==> src/design/hsl_to_rgb_converter_core_defines.svh <==
`ifndef HSL_TO_RGB_CONVERTER_CORE_DEFINES_SVH
`define HSL_TO_RGB_CONVERTER_CORE_DEFINES_SVH

// Check that cons holds in the same cycle as ante.
`define HSL2RGB_ASSERT_SAME(lbl, clk, rst_n, ante, cons) \
    lbl: assert property (@(posedge clk) disable iff (!(rst_n)) (ante) |-> (cons)) \
        else $error("hsl2rgb: property violated");

// Check that cons holds in the cycle after ante.
`define HSL2RGB_ASSERT_NEXT(lbl, clk, rst_n, ante, cons) \
    lbl: assert property (@(posedge clk) disable iff (!(rst_n)) (ante) |=> (cons)) \
        else $error("hsl2rgb: property violated");

`endif

==> src/design/hsl2rgb_pkg.sv <==
package hsl2rgb_pkg;

    localparam int IN_W      = 16;
    localparam int OUT_W     = 8;
    localparam int NUM_LANES = 3;

    // lane order
    localparam int LANE_R = 0;
    localparam int LANE_G = 1;
    localparam int LANE_B = 2;

    typedef struct packed {
        logic [IN_W-1:0] hue;
        logic [IN_W-1:0] saturation;
        logic [IN_W-1:0] lightness;
    } t_hsl_in;

    typedef struct packed {
        logic [OUT_W-1:0] red;
        logic [OUT_W-1:0] green;
        logic [OUT_W-1:0] blue;
    } t_rgb_out;

    // piece of the hue ramp a channel falls on
    typedef enum logic [1:0] {
        SEG_RISE   = 2'd0,
        SEG_TOP    = 2'd1,
        SEG_FALL   = 2'd2,
        SEG_BOTTOM = 2'd3
    } t_segment;

endpackage

==> src/design/hsl_to_rgb_converter_core.sv <==
// Channel   Direction  Payload     Handshake
// request   in         t_hsl_in    i_in_valid / o_in_stall
// result    out        t_rgb_out   o_out_valid / i_out_stall
//
// One request per cycle unless a held result stalls the pipe; each result passes
// through five register stages: l*s multiply, upper/lower level and ramp factor,
// per-channel ramp multiply, level select, scale by 255 with clamp.
// Synchronous active-low reset clears only the stage valid bits.
// A stalled result freezes every stage; input stall rises only while the
// last stage holds a result that is stalled.
`include "hsl_to_rgb_converter_core_defines.svh"

module hsl_to_rgb_converter_core
    import hsl2rgb_pkg::*;
#(
    parameter int FRAC_BITS = 16
) (
    input  logic     i_clk,
    input  logic     i_rst_n,
    input  logic     i_in_valid,
    input  t_hsl_in  i_in_data,
    output logic     o_in_stall,
    output logic     o_out_valid,
    output t_rgb_out o_out_data,
    input  logic     i_out_stall
);

    localparam int F       = FRAC_BITS;
    localparam int NUM_STG = 5;
    localparam int V_W     = F + 3;
    localparam int C_W     = V_W + OUT_W - F;

    localparam longint ONE_L   = 64'd1 << F;
    localparam longint THIRD_L = (ONE_L + 1) / 3;
    localparam longint SIXTH_L = (ONE_L + 3) / 6;
    localparam longint TWO3_L  = (2 * ONE_L + 1) / 3;

    localparam logic [F-1:0] HALF_F  = F'(ONE_L >> 1);
    localparam logic [F-1:0] THIRD_F = F'(THIRD_L);
    localparam logic [F-1:0] SIXTH_F = F'(SIXTH_L);
    localparam logic [F-1:0] TWO3_F  = F'(TWO3_L);

    logic               w_adv;
    logic [NUM_STG:1]   r_vld;

    // stage 1
    logic [IN_W+F-1:0]  w_h_ext, w_s_ext, w_l_ext;
    logic [F-1:0]       w_h, w_s, w_l;
    logic [2*F-1:0]     n_s1_prod;
    logic [F-1:0]       n_s1_t [NUM_LANES];
    logic [F-1:0]       r_s1_l, r_s1_s, r_s1_ls;
    logic [F-1:0]       r_s1_t [NUM_LANES];

    // stage 2
    logic               w_low;
    logic [F:0]         n_s2_hi, n_s2_lo, n_s2_d;
    logic [F+2:0]       w_six  [NUM_LANES];
    logic [F-1:0]       w_diff [NUM_LANES];
    t_segment           n_s2_seg [NUM_LANES];
    logic [F:0]         n_s2_fac [NUM_LANES];
    logic [F:0]         r_s2_hi, r_s2_lo, r_s2_d;
    t_segment           r_s2_seg [NUM_LANES];
    logic [F:0]         r_s2_fac [NUM_LANES];

    // stage 3
    logic [2*F+1:0]     n_s3_prod [NUM_LANES];
    logic [F:0]         r_s3_hi, r_s3_lo;
    t_segment           r_s3_seg  [NUM_LANES];
    logic [F+1:0]       r_s3_part [NUM_LANES];

    // stage 4
    logic [V_W-1:0]     n_s4_v [NUM_LANES];
    logic [V_W-1:0]     r_s4_v [NUM_LANES];

    // stage 5
    logic [V_W+OUT_W-1:0] w_full [NUM_LANES];
    logic [C_W-1:0]       w_c    [NUM_LANES];
    logic [OUT_W-1:0]     n_s5_ch [NUM_LANES];
    t_rgb_out             r_s5_out;

    // advance the whole pipe unless a finished result is held back
    assign w_adv       = !r_vld[NUM_STG] || !i_out_stall;
    assign o_in_stall  = !w_adv;
    assign o_out_valid = r_vld[NUM_STG];
    assign o_out_data  = r_s5_out;

    always_ff @(posedge i_clk) begin
        if (!i_rst_n) begin
            r_vld <= '0;
        end else if (w_adv) begin
            r_vld <= {r_vld[NUM_STG-1:1], i_in_valid};
        end
    end

    // stage 1: bring fields to F fraction bits, l*s, channel hues
    always_comb begin
        w_h_ext = {i_in_data.hue, {F{1'b0}}};
        w_s_ext = {i_in_data.saturation, {F{1'b0}}};
        w_l_ext = {i_in_data.lightness, {F{1'b0}}};
        w_h = w_h_ext[IN_W+F-1:IN_W];
        w_s = w_s_ext[IN_W+F-1:IN_W];
        w_l = w_l_ext[IN_W+F-1:IN_W];
        n_s1_prod = w_l * w_s;
        // wrap is free: sums are taken modulo one
        n_s1_t[LANE_R] = w_h + THIRD_F;
        n_s1_t[LANE_G] = w_h;
        n_s1_t[LANE_B] = w_h - THIRD_F;
    end

    always_ff @(posedge i_clk) begin
        if (w_adv) begin
            r_s1_l  <= w_l;
            r_s1_s  <= w_s;
            r_s1_ls <= n_s1_prod[2*F-1:F];
            r_s1_t  <= n_s1_t;
        end
    end

    // stage 2: upper and lower level, ramp segment and slope factor
    always_comb begin
        w_low = r_s1_l < HALF_F;
        if (w_low) begin
            n_s2_hi = {1'b0, r_s1_l} + {1'b0, r_s1_ls};
            n_s2_d  = {r_s1_ls, 1'b0};
        end else begin
            n_s2_hi = {1'b0, r_s1_l} + {1'b0, r_s1_s} - {1'b0, r_s1_ls};
            n_s2_d  = {r_s1_s - r_s1_ls, 1'b0};
        end
        n_s2_lo = {r_s1_l, 1'b0} - n_s2_hi;
        for (int k = 0; k < NUM_LANES; k++) begin
            w_diff[k]   = TWO3_F - r_s1_t[k];
            w_six[k]    = '0;
            n_s2_seg[k] = SEG_BOTTOM;
            n_s2_fac[k] = '0;
            if (r_s1_t[k] < SIXTH_F) begin
                w_six[k]    = (F+3)'({r_s1_t[k], 2'b00}) + (F+3)'({r_s1_t[k], 1'b0});
                n_s2_seg[k] = SEG_RISE;
                n_s2_fac[k] = w_six[k][F:0];
            end else if (r_s1_t[k] < HALF_F) begin
                n_s2_seg[k] = SEG_TOP;
            end else if (r_s1_t[k] < TWO3_F) begin
                w_six[k]    = (F+3)'({w_diff[k], 2'b00}) + (F+3)'({w_diff[k], 1'b0});
                n_s2_seg[k] = SEG_FALL;
                n_s2_fac[k] = w_six[k][F:0];
            end
        end
    end

    always_ff @(posedge i_clk) begin
        if (w_adv) begin
            r_s2_hi  <= n_s2_hi;
            r_s2_lo  <= n_s2_lo;
            r_s2_d   <= n_s2_d;
            r_s2_seg <= n_s2_seg;
            r_s2_fac <= n_s2_fac;
        end
    end

    // stage 3: ramp product per channel
    always_comb begin
        for (int k = 0; k < NUM_LANES; k++) begin
            n_s3_prod[k] = r_s2_d * r_s2_fac[k];
        end
    end

    always_ff @(posedge i_clk) begin
        if (w_adv) begin
            r_s3_hi  <= r_s2_hi;
            r_s3_lo  <= r_s2_lo;
            r_s3_seg <= r_s2_seg;
            for (int k = 0; k < NUM_LANES; k++) begin
                r_s3_part[k] <= n_s3_prod[k][2*F+1:F];
            end
        end
    end

    // stage 4: pick the channel level
    always_comb begin
        for (int k = 0; k < NUM_LANES; k++) begin
            case (r_s3_seg[k])
                SEG_RISE, SEG_FALL: begin
                    n_s4_v[k] = V_W'(r_s3_lo) + V_W'(r_s3_part[k]);
                end
                SEG_TOP: begin
                    n_s4_v[k] = V_W'(r_s3_hi);
                end
                default: begin
                    n_s4_v[k] = V_W'(r_s3_lo);
                end
            endcase
        end
    end

    always_ff @(posedge i_clk) begin
        if (w_adv) begin
            r_s4_v <= n_s4_v;
        end
    end

    // stage 5: scale by 255, clamp overshoot
    always_comb begin
        for (int k = 0; k < NUM_LANES; k++) begin
            w_full[k]  = {r_s4_v[k], {OUT_W{1'b0}}} - (V_W+OUT_W)'(r_s4_v[k]);
            w_c[k]     = w_full[k][V_W+OUT_W-1:F];
            n_s5_ch[k] = (w_c[k][C_W-1:OUT_W] != '0) ? {OUT_W{1'b1}} : w_c[k][OUT_W-1:0];
        end
    end

    always_ff @(posedge i_clk) begin
        if (w_adv) begin
            r_s5_out.red   <= n_s5_ch[LANE_R];
            r_s5_out.green <= n_s5_ch[LANE_G];
            r_s5_out.blue  <= n_s5_ch[LANE_B];
        end
    end

    `HSL2RGB_ASSERT_SAME(a_stall_back, i_clk, i_rst_n, o_out_valid && i_out_stall, o_in_stall)
    `HSL2RGB_ASSERT_SAME(a_lo_le_hi, i_clk, i_rst_n, r_vld[2], r_s2_lo <= r_s2_hi)
    `HSL2RGB_ASSERT_NEXT(a_s4_to_out, i_clk, i_rst_n, r_vld[NUM_STG-1] && !o_in_stall, o_out_valid)

endmodule

==> config.mk <==
export PLATFORM = sky130hd
export DESIGN_NAME = hsl_to_rgb_converter_core
export DESIGN_NICKNAME = d
export VERILOG_FILES = /design/src/design/hsl2rgb_pkg.sv /design/src/design/hsl_to_rgb_converter_core.sv
export VERILOG_INCLUDE_DIRS = /design/src /design/src/design
export SDC_FILE = /design/constraint.sdc
export NUM_CORES = 2
export LEC_CHECK = 0
export ABC_AREA = 0
export BUFFER_PORTS_ARGS = -buffer_cell sky130_fd_sc_hd__buf_2
export CORE_ASPECT_RATIO = 0.6
export CORE_UTILIZATION = 35
export CTS_CLUSTER_DIAMETER = 120
export DETAILED_ROUTE_END_ITERATION = 10
export GPL_TIMING_DRIVEN = 1
export SETUP_SLACK_MARGIN = 0.3
export SKIP_CTS_REPAIR_TIMING = 1
export SYNTH_ARGS = -nofsm -noshare
export SYNTH_HDL_FRONTEND = slang
export SYNTH_SLANG_ARGS = --single-unit
==> constraint.sdc <==
create_clock -name i_clk -period 15.3 [get_ports i_clk]
set_clock_uncertainty 0.05 [all_clocks]
set_input_delay 3.06 -clock i_clk [delete_from_list [all_inputs] [get_ports i_clk]]
set_output_delay 3.06 -clock i_clk [all_outputs]
set_load 0.005 [all_outputs]
## After elaboration in Yosys (flattened, before gate mapping)

Memory sizes are Yosys's and may differ from the RTL's.
Index checks and enable logic that the tools add are counted.

| storage, ports and cells | value |
|---|---|
| output and inout port bits | 26 |
| bits of input ports | 52 |
| register bits after elaboration | 330 |
| word-level logic and storage cells | 111 |
| RAM bits | 54 |
| memories | 1 |

| cells by class | value |
|---|---|
| order comparisons | 10 |
| $add $sub $neg | 22 |
| reductions and logical operators | 16 |
| eq/ne operators | 6 |
| muxes and demuxes | 22 |
| multipliers | 4 |

Memories:

| name | words | bits a word | read ports | clocked after Yosys merged registers in | write ports | RTL line | RTL |
|---|---|---|---|---|---|---|---|
| r_s3_part | 3 | 18 | 3 | 0 | 3 | hsl_to_rgb_converter_core.sv:69 | `logic [F+1:0] r_s3_part [NUM_LANES];` |

Operators with widths:

| operator | number |
|---|---|
| 17-bit two-way mux | 11 |
| 19-bit case mux with 2 select lines | 3 |
| 16-bit less-than comparator (second input constant) | 7 |
| 17-bit adder | 6 |
| 17-bit by 17-bit multiplier with 34-bit output | 3 |
| 27-bit by 19-bit subtractor with 27-bit output | 3 |
| 17-bit by 18-bit adder with 19-bit output | 3 |
| 16-bit by 14-bit less-than comparator with 1-bit output (second input constant) | 3 |
| 16-bit subtractor (first input constant) | 3 |
| 16-bit by 16-bit adder with 17-bit output | 2 |
| 16-bit by 16-bit multiplier with 32-bit output | 1 |
| 17-bit by 16-bit subtractor with 17-bit output | 1 |
| 17-bit subtractor | 1 |
| 16-bit by 15-bit adder with 16-bit output (second input constant) | 1 |
| 16-bit by 15-bit subtractor with 16-bit output (second input constant) | 1 |
| 16-bit subtractor | 1 |
| 2-bit OR reduction | 6 |
| 3-bit nonzero test | 3 |
| 1-bit two-way mux | 8 |
| 2-bit by 1-bit == test with 1-bit output (second input constant) | 3 |
| 2-bit == test (second input constant) | 3 |
| 2-bit zero test | 3 |
| 1-bit zero test | 3 |
| 1-bit logical OR | 1 |

## Logic depth before layout (Yosys ltp)

| logic depth | value |
|---|---|
| word-level depth | 5 |
| gate-level depth with buffers | 24 |
| gate-level depth less buffers | 22 |

## Worst setup path before layout

OpenSTA, ideal clock, no wires.

| path | value |
|---|---|
| path type | input -> output |
| from | input port i_out_stall |
| to | output port o_in_stall |
| setup slack | 10 ps |
| stages on the path | 2 |
| arrival time | 12180 ps |
| required time | 12190 ps |
| path buffers | 0 |
| path through | nand2_1 -> inv_1 |

| on the way | value |
|---|---|
| word-level cells in the longest chain between the ends | 3 |

Ends and longest elaborated chain:

| item | RTL line | RTL |
|---|---|---|
| start, declared | hsl_to_rgb_converter_core.sv:25 | `input logic i_out_stall` |
| 1-bit zero test | hsl_to_rgb_converter_core.sv:82 | `assign w_adv = !r_vld[NUM_STG] \|\| !i_out_stall;` |
| 1-bit logical OR | hsl_to_rgb_converter_core.sv:82 |  |
| 1-bit zero test | hsl_to_rgb_converter_core.sv:83 | `assign o_in_stall = !w_adv;` |
| end, declared | hsl_to_rgb_converter_core.sv:22 | `output logic o_in_stall,` |

Every way passes these cells.

## Worst setup path after layout

| path | value |
|---|---|
| from | input port i_in_data[26] (netlist name) |
| to | register r_s1_ls[14], data pin |

| on the way | value |
|---|---|
| word-level cells in the longest chain between the ends | 1 |

Ends and longest elaborated chain:

| item | RTL line | RTL |
|---|---|---|
| start, declared | hsl_to_rgb_converter_core.sv:21 | `input t_hsl_in i_in_data,` |
| 16-bit by 16-bit multiplier with 32-bit output | hsl_to_rgb_converter_core.sv:103 | `n_s1_prod = w_l * w_s;` |
| net n_s1_prod[30] | hsl_to_rgb_converter_core.sv:49 | `logic [2*F-1:0] n_s1_prod;` |
| end signal, assigned | hsl_to_rgb_converter_core.sv:114 | `r_s1_ls <= n_s1_prod[2*F-1:F];` |
| end, declared | hsl_to_rgb_converter_core.sv:51 | `logic [F-1:0] r_s1_l, r_s1_s, r_s1_ls;` |

The timed path passes the listed nets, and every way through them passes these cells.
A chain may end at the register's enable or synchronous reset.

==> impl_metrics.yaml <==
run_status:
  outcome: "complete, no violations"
cts:
  clkSinkCount: 377
  clockRootBuffer: "clkbuf_16"
  cts_tree: "built"
  htree_levels: 2
  insertion_delay_ns: 0.63
  cts_made_buffers: 45
  clkTransAtPathRegs_ns: 0.07
  max-clock-path-buffers: 3
worst_setup_path:
  path_max_fanout: 17
  crit_path_max_incr_delay_ns: 0.56
  startpoint: "i_in_data[26]"
  crit_top_cell: "fa_1"
  start_kind: "input pin"
  regToRegStartpoint: "r_s2_d[4]$_DFFE_PN_"
  end_kind: "flip-flop"
  worstPathRequired_ns: 15.64
  cp_data_arrival_time_ns: 9.41
  rr_worst_depth: 21
  crit_chain: "buf_2 > nand2_1 > fa_1 > inv_1 > fa_1 > fa_1 > fa_1 > fa_1 > inv_1 > fa_1 > inv_1 > ha_1 > a21oi_1 > o211ai_1 > a211oi_1 > o21ai_0 > a211oi_2 > a211oi_1 > or3_1 > a21oi_2 > xnor2_1"
  crit_type: "input pin to flip-flop"
  slowest_stage: "fa_1"
pwr:
  pwr-share-comb: 0.749
  ir_drop_uv: 262
  power.density_mw_per_mm2: 222
  switchingPower_uw: 7400
  switching_share: 0.526
  pwr-share-seq: 0.170
  power.internal_uw: 6670
  pwr-share-clk: 0.080
  leakagePower_uw: 0.0306
placed_design:
  io_buffers: 77
  place_congestion: 0.899
  hpwl_mm: 122
route:
  drc: 0
  top_layer: "met5"
  wl_per_cell_um: 18.6
  ant_nets: 0
  met3_length_mm: 12.4
  totalWireLength_mm: 158
  avgViaCountPerCell: 5.05
  vias: 43007
  wl_met2_mm: 63.8
  firstDrtPassIters: 6
  m1WireLength_mm: 80.3
  drt_iter0_markers: 3348
floorplanning:
  coreArea_mm2: 0.167
  die_x_um: 533
  rows: 116
  start_util: 0.354
  die_area_mm2: 0.171
  ioPinCount: 78
  die_h_um: 321
synthesis:
  yosysSeqAreaShare: 0.190
  synth_nets: 7885
  synth_cells: 6289
  ys_warn_count: 0
  synth_area_mm2: 0.0592
  ys_ff_latch: 377
  ys.flop_type: "edfxtp_1"
  yosysUniqueCellTypes: 84
  synth_edf_count: 372
  synthArstFlopShare: 0
  synth_top_area_frac: 0.270
  yosysTopAreaCell: "fa_1"
  synth_area_leaders: "fa_1, edfxtp_1, ha_1"
  syn_area_per_cell_um2: 9.42
sta:
  slew_headroom: 0.268
  rsz0062_at_grt: "false"
  fin_crit_ns: 9.07
  final_max_slew_viol_count: 0
  finalHoldViolCount: 0
  holdWs_ns: 0.362
  setup_viol: 0
  timing.setup.tns_ns: 0
  fmax_mhz: 110
  tightest_slew_ns: 1.10
  period_share: 0.593
min_path:
  hold_class: "flip-flop to flip-flop"
  holdCritStartpoint: "r_s2_hi[11]$_DFFE_PN_"
  hold_depth: 0
cells_and_area:
  nFillCells: 16594
  multi_input_area_mm2: 0.0426
  area_delta_synth_final_pct: 6.99
  drive_gt1_frac: 0.0373
  seq_area_mm2: 0.0113
  nets: 7827
global_route:
  grt_antenna_before_repair: 5
  grt_pass1_vias: 43573
  grt_max_degree: 166
  grt_pass1_wl_mm: 250
  grtUsageTotal: 0.186
  overflow: 0
flow_run:
  maxCapViolations: 0
power groups by stage:
stage / Clock, µW / Sequential [µW] / Combinational, µW
after global placement: 0 / 2390 / 10300
after floorplan: 0 / 2030 / 7580
after detailed placement: 0 / 2390 / 10400
after global routing: 1200 / 2420 / 12000
after CTS: 1160 / 2370 / 10600
final: 1130 / 2400 / 10500
flip-flops by register name (all words and copies together) (netlist names), 17 cells and up:
signal and cells:
r_s2_fac 48, r_s2_hi 17, r_s3_part 54, r_s4_v 57
r_s3_hi 17, r_s1_t 47, o_out_data 24
Yosys cell counts, types with 8 or more instances:
cell       instances
a2111oi_0         10
a211o_1           10
a211oi_1          16
a21boi_0          11
a21o_1            69
a21oi_1          234
a31oi_1           25
and2_1           509
and3_1            26
clkbuf_1         206
edfxtp_1         372
fa_1             800
ha_1             744
inv_1           1205
mux2_2            17
mux2i_1           50
nand2_1          695
nand2b_1          38
nand3_1           69
nand3b_1           9
nand4_1           31
nor2_1           218
nor2b_1           35
nor3_1            86
nor4_1            12
o2111ai_1          8
o211ai_1          20
o21a_1            72
o21ai_0          151
o21ai_1           10
o21bai_1          38
o22ai_1           24
o31ai_1           24
or2_2             11
or3_1             29
xnor2_1          211
xor2_1            69
layout by cell type, fill, tap and decap left out, types with 24 or more instances in the layout:
cell type / count
a21o_1: 69
a21oi_1: 234
a31oi_1: 25
and2_1: 509
and3_1: 26
buf_2: 77
buf_4: 29
clkbuf_16: 45
edfxtp_1: 372
fa_1: 800
ha_1: 744
inv_1: 1205
mux2i_1: 50
nand2_1: 694
nand2b_1: 38
nand3_1: 69
nand4_1: 31
nor2_1: 218
nor2b_1: 35
nor3_1: 86
o21a_1: 72
o21ai_0: 150
o21bai_1: 38
o22ai_1: 24
o31ai_1: 24
or3_1: 29
xnor2_1: 211
xor2_1: 69
layout make-up:
cell class                 count  share of cell area
inverter                    1205              0.0714
multi-input combinational   4495               0.673
timing repair buffer         107             0.00983
sequential                   377               0.178
tap                         2242              0.0443
antenna                        2           0.0000790
clock inverter                26             0.00498
clock buffer                  56              0.0186
worst max-delay path: cells and delay by family:
kind	cells	cell delay (ns)
AO/OA/AOI/OAI	7	1.70
adder cells (fa/ha/maj)	7	3.39
XOR/XNOR	1	0.07
buffers and inverters	4	0.55
AND/OR/NAND/NOR	2	0.60
final timing paths:
check,endpoint,slack (ns)
hold / removal,r_s3_hi[11]$_DFFE_PN_,0.36
hold reg to reg,r_s3_hi[11]$_DFFE_PN_,0.36
setup / recovery,r_s1_ls[14]$_DFFE_PN_,6.23
setup reg to reg,r_s3_part[0][35]$_DFFE_PN_,7.67
logic make-up (layout without fill, tap and decap cells):
group | after synthesis | in the layout | synth area share
fa+ha+maj | 1544 | 1544 | 0.428
mux | 67 | 67 | 0.0117
simple gates | 1780 | 1780 | 0.147
compound gates | 822 | 822 | 0.0915
buf+inv | 1417 | 1394 | 0.0899
xor+xnor | 282 | 282 | 0.0421
flops | 377 | 377 | 0.190
other cells | 0 | 2 | 0
per-stage QoR:
| stage | total power [µW] | cells | worst slack [ns] | area [µm²] | utilization |
|---|---|---|---|---|---|
| 2_1_floorplan | 9620 | 6289 | 3.94 | 59200 | - |
| 3_3_place_gp | 12700 | 8426 | 5.69 | 61900 | 0.370 |
| 3_5_place_dp | 12800 | 8426 | 5.65 | 61900 | 0.370 |
| 4_1_cts | 14100 | 8508 | 6.31 | 63400 | 0.379 |
| 5_1_grt | 15600 | 8508 | 5.91 | 63400 | 0.379 |
| 6_report | 14100 | 8510 | 6.23 | 63400 | 0.379 |
per-layer routing:
metal / vias up / GRT usage
met5: - / 0
met4: 2 / 0.0231
met3: 120 / 0.0333
met2: 1269 / 0.264
met1: 21584 / 0.295
li1: 20032 / -
Power figures use the tool's default switching activity.
